File: config.mk
export PLATFORM = sky130hd
export DESIGN_NAME = kqa_front
export DESIGN_NICKNAME = d
export VERILOG_FILES = /design/src/design/kqa_pkg.sv /design/src/design/kqa_front.sv
export VERILOG_INCLUDE_DIRS = /design/src /design/src/design
export SDC_FILE = /design/constraint.sdc
export NUM_CORES = 1
export LEC_CHECK = 0
export BUFFER_PORTS_ARGS = -buffer_cell sky130_fd_sc_hd__buf_4
export CAP_MARGIN = 30
export CORE_MARGIN = 2
export CORE_UTILIZATION = 45
export DETAILED_ROUTE_END_ITERATION = 16
export GPL_TIMING_DRIVEN = 0
export PLACE_DENSITY = 0.81
export SKIP_CTS_REPAIR_TIMING = 1
export SYNTH_ARGS = -nofsm -noshare
export SYNTH_HDL_FRONTEND = slang
export SYNTH_SLANG_ARGS = --single-unit
File: constraint.sdc
create_clock -name clk_i -period 2.8 [get_ports clk_i]
set_input_delay 0.28 -clock clk_i [delete_from_list [all_inputs] [get_ports clk_i]]
set_output_delay 0.28 -clock clk_i [all_outputs]
set_load 0.01 [all_outputs]
File: src/design/keyed_quantity_accumulator_defines.svh
// assertion macros for the keyed quantity accumulator
`ifndef KEYED_QUANTITY_ACCUMULATOR_DEFINES_SVH
`define KEYED_QUANTITY_ACCUMULATOR_DEFINES_SVH

// property that must hold on every clock edge outside reset
`define KQA_ASSERT(label, prop, msg) \
  label: assert property (@(posedge clk_i) disable iff (!rst_ni) (prop)) else $error(msg);

// implication checked in the next cycle
`define KQA_ASSERT_NEXT(label, ante, cons, msg) \
  label: assert property (@(posedge clk_i) disable iff (!rst_ni) (ante) |=> (cons)) \
    else $error(msg);

`endif

File: src/design/kqa_pkg.sv
// shared constants and types for the keyed quantity accumulator
`default_nettype none
package kqa_pkg;
  localparam int unsigned KeyW     = 31;
  localparam int unsigned AmtW     = 14;
  localparam int unsigned CountW   = 31;
  localparam int unsigned TotalW   = 40;
  localparam int unsigned DefBuckets = 4096;
  localparam int unsigned DefWays    = 4;

  // request passed from the front to the back through the queue
  typedef struct packed {
    logic [KeyW-1:0]        key;
    logic signed [AmtW-1:0] amount;
  } kqa_req_t;

  typedef enum logic [1:0] {
    BK_CLEAR,
    BK_IDLE,
    BK_READ,
    BK_UPDATE
  } kqa_bk_state_e;
endpackage
`default_nettype wire

File: src/design/kqa_front.sv
// front part: input request capture into a two-entry queue
`default_nettype none
module kqa_front (
  input  wire                 clk_i,
  input  wire                 rst_ni,
  input  wire                 in_valid_i,
  output logic                in_ready_o,
  input  kqa_pkg::kqa_req_t   in_req_i,
  output logic                q_valid_o,
  input  wire                 q_ready_i,
  output kqa_pkg::kqa_req_t   q_req_o
);
  import kqa_pkg::*;

  kqa_req_t   buf_q [2];
  logic       wr_q, wr_d, rd_q, rd_d;
  logic [1:0] cnt_q, cnt_d;
  logic       push, pop;

  assign in_ready_o = (cnt_q != 2'd2);
  assign q_valid_o  = (cnt_q != 2'd0);
  assign q_req_o    = buf_q[rd_q];
  assign push       = in_valid_i && in_ready_o;
  assign pop        = q_valid_o && q_ready_i;

  // pointer and fill update
  always_comb begin
    wr_d  = push ? ~wr_q : wr_q;
    rd_d  = pop ? ~rd_q : rd_q;
    cnt_d = cnt_q + {1'b0, push} - {1'b0, pop};
  end

  always_ff @(posedge clk_i or negedge rst_ni) begin
    if (!rst_ni) begin
      wr_q  <= 1'b0;
      rd_q  <= 1'b0;
      cnt_q <= 2'd0;
    end else begin
      wr_q  <= wr_d;
      rd_q  <= rd_d;
      cnt_q <= cnt_d;
    end
  end

  // queue storage
  always_ff @(posedge clk_i) begin
    if (push) begin
      buf_q[wr_q] <= in_req_i;
    end
  end

`include "keyed_quantity_accumulator_defines.svh"
  `KQA_ASSERT(a_cnt_range, cnt_q != 2'd3, "queue fill out of range")
  `KQA_ASSERT_NEXT(a_fill_push, push && !pop && cnt_q == 2'd0, cnt_q == 2'd1, "push lost")
  `KQA_ASSERT_NEXT(a_fill_pop, pop && !push && cnt_q == 2'd1, cnt_q == 2'd0, "pop lost")
endmodule
`default_nettype wire

==> results_dict.tcl, run 1 <==
set metrics [dict create \
    worstSkewPairLatency_ps 340 \
    synth.most_common_cell "edfxtp_1" \
    required_ps 2840 \
    grt.total_usage_pct 13.9 \
    ios 96 \
    setup_viol 0 \
    row_count 32 \
    fmax_mhz 534 \
    cts_buffers 9 \
    placedCellCount 356 \
    final_area_mm2 0.00467 \
    maxCapViolations 0 \
    num_antenna_cells 0 \
    r2r_setup_slack_ps 930 \
    critPathMaxStageDelay_ps 610 \
    drtPass1Iterations 4 \
    worstPathMaxFanout 23 \
    hold_path_depth 1 \
    fin_crit_ps 1870 \
    crit_buf_inv 1 \
    syn2layout_area_growth_pct 29.3 \
    crit_family "simple AND/OR/NAND/NOR gates" \
    gp_congestion 0.663 \
    status "completed" \
    die_y_um 93.6 \
    rsz0062_at_grt "false" \
    setup.worst_path.start_class "flop" \
    drive_above_1_share_pct 59.9 \
    synth_area_leaders "edfxtp_1 75%, mux2_4 16%, dfrtp_1 2.8%, mux2_2 1.9%, buf_6 1.6%" \
    ff2ff_path_depth 4 \
    ys_warn_count 0 \
    power_density_mw_per_mm2 978 \
    power_leakage_nw 1.87 \
    hp-start "in_req_i[14]" \
    drv_slew 0 \
    synth.net_count 208 \
    globalRoute.totalOverflow 0 \
    die_w_um 93.6 \
    critPathKind "reg2reg" \
    slew_headroom_pct 49.4 \
    clkTransAtPathRegs_ps 80 \
    netlist.area_leader.share_pct 74.8 \
    peakVddDrop_mv 0.646 \
    p_sw_share_pct 28.3 \
    worstMarginPinSlew_ps 757 \
    cp_cell_sequence "nand2b_1 > nand2_1 > nor2_4 > buf_16" \
    drc 0 \
    antenna_found_initial 0 \
    fin_worst_skew_ps 8.22 \
    yosysTopAreaCell "edfxtp_1" \
    seq_power_share_pct 44.1 \
    cts_max_level 3 \
    seq_area_mm2 0.00280 \
    p_sw_mw 1.29 \
    fp.coreArea_mm2 0.00777 \
    postSynthCellCount 157 \
    final_hold_viol_count 0 \
    pwr-share-comb_pct 40.1 \
    synth_common_cells "90 x edfxtp_1, 39 x mux2_4, 6 x mux2_2, 5 x buf_6, 4 x dfrtp_1" \
    grt_pass1_vias 1862 \
    hp-class "in2reg" \
    stdcell_count 371 \
    cts.sinks 94 \
    ys_seq_area_share_pct 77.6 \
    worstHoldEndpoint "buf_q[0][14]" \
    timing.setup.tns_ps 0 \
    cp_slowest_cell "nor2_4" \
    placed_area_mm2 0.00452 \
    vias_per_cell 4.75 \
    detail_route.iter0.violations 59 \
    synth_edf_count 90 \
    via_count 1761 \
    r2r-start "cnt_q[1]" \
    cts_tree "yes" \
    initial_core_util_pct 46.5 \
    multi_input_area_um2 757 \
    endpoint_kind "flop" \
    cp_data_arrival_time_ps 1910 \
    synth_area_per_cell_um2 23.0 \
    grt_pass1_wl_um 9100 \
    clockBufferDepth 2 \
    intPower_mw 3.27 \
    ys_types 15 \
    wire_per_inst_um 15.7 \
    yosys_register_bits 94 \
    worstReg2RegEnd "buf_q[0][10]" \
    layout.nets 317 \
    drt_wl_total_um 5810 \
    numPortBuffers 95 \
    period_share_pct 66.9 \
    synth_area_mm2 0.00361 \
    pwr-share-clk_pct 15.7 \
    antenna_left 0 \
    fill_cells 595 \
    die_area_mm2 0.00876 \
    cp_num_cells 4 \
    dpl.hpwl_um 4040 \
    async_reset_ff_share_pct 4.26 \
    ys.flop_type "edfxtp_1" \
    cts_root_buf "clkbuf_8" \
    grt_max_degree 24 \
    postLayoutCoreUtil_pct 60.1 \
]
[cells by family (layout without fill, tap and decap cells)]
logic type / count (synthesis) / count (layout) / share of synthesized area [%]
flops: 94 / 94 / 77.6
mux: 45 / 45 / 18.1
simple gates: 6 / 6 / 0.970
buf+inv: 6 / 118 / 1.66
xor+xnor: 4 / 4 / 0.970
fa+ha+maj: 2 / 2 / 0.693
[worst max path at each step]
stage,from,end,slack [ps]
2_1_floorplan,cnt_q[1],buf_q[0][0],550
3_3_place_gp,cnt_q[1],buf_q[0][10],-40
3_5_place_dp,cnt_q[1],buf_q[0][10],920
4_1_cts,cnt_q[1],buf_q[0][10],890
5_1_grt,cnt_q[1],buf_q[0][21],810
6_report,cnt_q[1],buf_q[0][10],930
[cell type report]
class                           count  share of cell area (%)
Clock inverter                      3                   0.295
Buffer                              5                    1.21
Sequential cell                    94                    60.0
Multi-Input combinational cell     57                    16.2
Tap cell                          102                    2.73
Clock buffer                       11                    2.81
Timing Repair Buffer               98                    16.7
Inverter                            1                  0.0804
[state kept, by name (all words and copies together), names as in the netlist]
name,cells
buf_q,90
cnt_q,2
wr_q,1
rd_q,1
[through the flow]
stage	power [mW]	setup WS (ps)	hold slack (ps)
finish	4.57	926	124
global route	4.80	810	97.8
CTS	4.63	892	-294
detailed placement	3.92	920	79.4
global placement	3.82	-42.3	80.0
floorplan	3.15	545	-15.6
[worst reg2reg max path, stage by stage, from the launching register on]
cell and delay [ps]:
dfrtp_1 420, nand2b_1 130, nand2_1 150, nor2_4 610, buf_16 260
[power by group through the flow]
stage,Combinational (mW),Sequential [mW],Clock [mW]
after global routing,1.96,2.05,0.792
after CTS,1.87,2.02,0.740
after detailed placement,1.87,2.05,0
after floorplan,1.12,2.03,0
final,1.83,2.02,0.718
after global placement,1.77,2.05,0
[placed cells by master (no fill, tap or decap)]
cell           Yosys  layout
and2_4             1       1
and3_2             0       1
buf_16             0       2
buf_4              0      95
buf_6              5       5
clkbuf_1           0       2
clkbuf_8           0       9
clkinv_1           0       1
clkinv_2           0       2
dfrtp_1            4       4
dlygate4sd3_1      0       1
edfxtp_1          90      90
ha_1               2       2
inv_1              1       1
mux2_2             6       6
mux2_4            39      39
nand2_1            1       1
nand2b_1           1       1
nor2_4             0       1
or2_1              1       1
xnor2_1            3       3
xor2_1             1       1
[layer usage]
layer | up-vias | routed length, um | track usage (%)
met4 | 0 | 53 | 5.80
met1 | 872 | 2300 | 16.1
li1 | 828 | - | -
met3 | 5 | 311 | 3.14
met2 | 56 | 3150 | 24.8
met5 | - | 0 | 0
Note: power is estimated with default switching activity, not from simulation.
==> run 2: changes to the inputs <==
==> constraint.sdc (replaced) <==
create_clock -name clk_i -period 1.5 [get_ports clk_i]
set_input_delay 0.15 -clock clk_i [delete_from_list [all_inputs] [get_ports clk_i]]
set_output_delay 0.15 -clock clk_i [all_outputs]
set_load 0.01 [all_outputs]
==> results_dict.tcl, run 2 (synthesis gave the netlist of run 1 again) <==
set metrics [dict create \
    numPortBuffers 95 \
    setup.worst_path.start_class "flop" \
    grt_pass1_vias 1863 \
    globalRoute.totalOverflow 0 \
    power_density_mw_per_mm2 1800 \
    detail_route.iter0.violations 52 \
    final_hold_viol_count 0 \
    grt_max_degree 26 \
    die_y_um 93.6 \
    drt_wl_total_um 6860 \
    timing.setup.tns_ps -5330 \
    drv_slew 0 \
    power_leakage_nw 2.19 \
    hp-class "in2async" \
    stdcell_count 426 \
    placedCellCount 356 \
    cp_data_arrival_time_ps 1960 \
    clockBufferDepth 2 \
    cts_buffers 9 \
    cp-startpoint "cnt_q[1]" \
    clkTransAtPathRegs_ps 80 \
    wire_per_inst_um 16.1 \
    worstSkewPairLatency_ps 340 \
    syn2layout_area_growth_pct 51.8 \
    cts_tree "yes" \
    die_w_um 93.6 \
    vias_per_cell 4.68 \
    num_antenna_cells 0 \
    drive_above_1_share_pct 54.6 \
    rsz0062_at_grt "true" \
    worstMarginPinSlew_ps 367 \
    critPathKind "reg2reg" \
    slew_headroom_pct 75.6 \
    cts_max_level 3 \
    fill_cells 484 \
    violations "setup timing" \
    endpoint_kind "flop" \
    drtPass1Iterations 4 \
    gp_congestion 0.624 \
    r2r_setup_slack_ps -210 \
    total_power_mw 9.89 \
    dp_slack_ps -309 \
    r2r-start "cnt_q[1]" \
    antenna_left 0 \
    required_ps 1750 \
    top_register "buf_q" \
    die_area_mm2 0.00876 \
    worstPathMaxFanout 3 \
    cts.sinks 94 \
    antenna_found_initial 0 \
    grt_pass1_wl_um 8790 \
    layout.nets 370 \
    fin_worst_skew_ps 6.61 \
    peakVddDrop_mv 1.46 \
    final_common_cell "edfxtp_1" \
    dpl.hpwl_um 3840 \
    fp.coreArea_mm2 0.00777 \
    fmax_mhz 585 \
    initial_core_util_pct 46.5 \
    period_share_pct 114 \
    maxCapViolations 0 \
    reg_top3 "buf_q (90), cnt_q (2)" \
    row_count 32 \
    via_count 1993 \
    status "finished with violations" \
    fin_crit_ps 1710 \
    grt.total_usage_pct 13.4 \
    finalWorstSetupSlack_ps -210 \
    mostFrequentLayoutCells "90 x edfxtp_1, 63 x buf_4, 46 x dlygate4sd3_1" \
    setup_viol 46 \
    largest_reg_flops 90 \
    cts_root_buf "clkbuf_8" \
    drc 0 \
    ios 96 \
]
[run 2: path summary, 6_finish.rpt]
check / cells after the start / endpoint
min reg2reg: 1 / wr_q
max reg2reg: 7 / cnt_q[1]
max: 7 / cnt_q[1]
min: 2 / rd_q
min in group clk_i: 3 / wr_q
max in group asynchronous: 2 / wr_q
[run 2: cell type report]
class                           instances  area (um^2)  share of cell area [%]
Sequential cell                        94         2800                    51.1
Tap cell                              102          128                    2.33
Multi-Input combinational cell         58          815                    14.9
Inverter                                1         3.75                  0.0685
Buffer                                  5          100                    1.83
Clock buffer                           14          153                    2.78
Clock inverter                          2         60.1                    1.10
Timing Repair Buffer                  150         1420                    25.9
[run 2: per-stage QoR]
stage | utilization, % | hold slack, ps | area, um^2
finish | 70.6 | 161 | 5480
global route | 70.6 | 136 | 5480
CTS | 60.8 | -430 | 4720
detailed placement | 58.1 | -48.1 | 4510
global placement | 57.5 | -50.0 | 4460
floorplan | - | -146 | 3620
[run 2: critical path: stages, from the launching register on]
cell	delay, ps
dfrtp_1	440
or2_1	270
and2_4	170
ha_4	260
inv_2	40
ha_4	150
xnor2_2	170
xnor2_1	140
[run 2: power by group]
part	leakage [nW]	switching, mW	internal, mW
sequential	0.881	0.204	3.59
clock	0.105	0.776	0.989
combinational	1.20	1.73	2.60
[run 2: metal layers]
layer  share of wire, %  vias up  global-route usage [%]
li1                   -      939                       -
met1                 38      981                    15.7
met2                 56       62                    23.4
met3                4.5       11                    3.14
met4                1.5        0                    5.80
met5                  0        -                       0
==> run 3: changes to the inputs <==
==> constraint.sdc (replaced) <==
create_clock -name clk_i -period 1.4 [get_ports clk_i]
set_input_delay 0.14 -clock clk_i [delete_from_list [all_inputs] [get_ports clk_i]]
set_output_delay 0.14 -clock clk_i [all_outputs]
set_load 0.01 [all_outputs]
==> results_dict.tcl, run 3 (synthesis gave the netlist of run 1 again) <==
set metrics [dict create \
    status "finished with violations" \
    violations "setup timing" \
    top_register "buf_q" \
    cp_cell_sequence "or2_1 > and2_4 > ha_4 > inv_2 > ha_4 > xnor2_4 > xnor2_1" \
    globalRoute.totalOverflow 0 \
    r2r-start "cnt_q[1]" \
    wire_per_inst_um 16.2 \
    period_share_pct 121 \
    via_count 1993 \
    cts.sinks 94 \
    reg_top3 "buf_q (90), cnt_q (2)" \
    ios 96 \
    cts_max_level 3 \
    fin_crit_ps 1700 \
    finalWorstSetupSlack_ps -297 \
    power_leakage_nw 2.25 \
    timing.setup.tns_ps -17170 \
    grt_pass1_wl_um 8850 \
    final_common_cell "edfxtp_1" \
    clockBufferDepth 2 \
    final_hold_viol_count 0 \
    antenna_found_initial 0 \
    peakVddDrop_mv 1.26 \
    cts_buffers 9 \
    detail_route.iter0.violations 30 \
    cp-startpoint "cnt_q[1]" \
    dpl.hpwl_um 3930 \
    fmax_mhz 589 \
    mostFrequentLayoutCells "90 x edfxtp_1, 57 x buf_4, 46 x dlygate4sd3_1, 46 x buf_6, 41 x mux2_4" \
    die_area_mm2 0.00876 \
    cts_root_buf "clkbuf_8" \
    cp_slowest_cell "dfrtp_2" \
    setup_viol 101 \
    cp_data_arrival_time_ps 1920 \
    die_y_um 93.6 \
    required_ps 1630 \
    clkTransAtPathRegs_ps 80 \
    worst_path_most_repeated_cell "ha_4" \
    drc 0 \
    layout.nets 373 \
    maxCapViolations 0 \
    endpoint_kind "flop" \
    drt_wl_total_um 6950 \
    row_count 32 \
    initial_core_util_pct 46.5 \
    drtPass1Iterations 4 \
    grt_pass1_vias 1910 \
    total_power_mw 11.2 \
    fin_worst_skew_ps 6.89 \
    grt.total_usage_pct 13.7 \
    critPathMaxStageDelay_ps 460 \
    slew_headroom_pct 76.1 \
    hold_ws_ps 170 \
    drv_slew 0 \
    largest_reg_flops 90 \
    die_w_um 93.6 \
    worstMarginPinSlew_ps 359 \
    worstPathMaxFanout 3 \
    numPortBuffers 95 \
    vias_per_cell 4.65 \
    grt_max_degree 25 \
    fp.coreArea_mm2 0.00777 \
    cts_tree "yes" \
    rsz0062_at_grt "true" \
    syn2layout_area_growth_pct 55.5 \
    num_antenna_cells 0 \
    drive_above_1_share_pct 56.0 \
    antenna_left 0 \
    worstSkewPairLatency_ps 340 \
    power_density_mw_per_mm2 1990 \
    critPathKind "reg2reg" \
    gp_congestion 0.641 \
    setup.worst_path.start_class "flop" \
    hp-class "in2async" \
]
==> run 3: cell count changes in the layout (fill, tap and decap cells not counted), moves of 2 or more <==
cell | before | now
mux2_2 | 6 | 4
buf_6 | 39 | 46
mux2_4 | 39 | 41
bufinv_16 | 2 | 4
buf_4 | 63 | 57
clkbuf_1 | 4 | 1
==> run 3: layout make-up <==
class,count,area (um^2)
inverter,1,3.75
tap,102,128
buffer,5,95.1
timing repair buffer,153,1490
clock buffer,10,128
sequential,94,2810
multi-input combinational,58,831
fill,484,2150
clock inverter,6,134
==> run 3: through the flow <==
step,cell area (um^2),util [%],cells,setup slack (ps)
after floorplan,3620,-,157,-362
after global placement,4460,57.5,354,-693
after detailed placement,4500,58.0,356,-426
after CTS,4760,61.3,372,-457
after global routing,5620,72.3,429,-341
final,5620,72.3,429,-297
==> run 3: report_power, final <==
group	switching, mW	leakage (nW)	internal, mW
combinational	1.88	1.24	2.96
sequential	0.256	0.880	3.85
clock	0.886	0.130	1.37
==> run 3: metal layers <==
layer,wire length [um],vias to the layer above,GRT usage [%]
met2,3850,59,24.0
met3,251,10,3.38
met5,0,-,0
met4,95,0,5.92
li1,-,942,-
met1,2750,982,16.0
==> run 3: critical path, delay by kind of cell, from the launching register on <==
| kind | cells | cell delay [ps] |
|---|---|---|
| XOR/XNOR | 2 | 250 |
| adder cells (fa/ha/maj) | 2 | 430 |
| buffers and inverters | 1 | 40 |
| flip-flops | 1 | 460 |
| AND/OR/NAND/NOR | 2 | 400 |
==> run 3: worst paths after layout <==
check                      endpoint  slack (ps)  depth (start not counted)
max                        cnt_q[1]        -300                          7
min                        cnt_q[0]         170                          2
max reg2reg                cnt_q[1]        -300                          7
min reg2reg                cnt_q[0]         590                          1
max in group asynchronous  cnt_q[1]        1120                          2
min in group clk_i             wr_q         200                          3
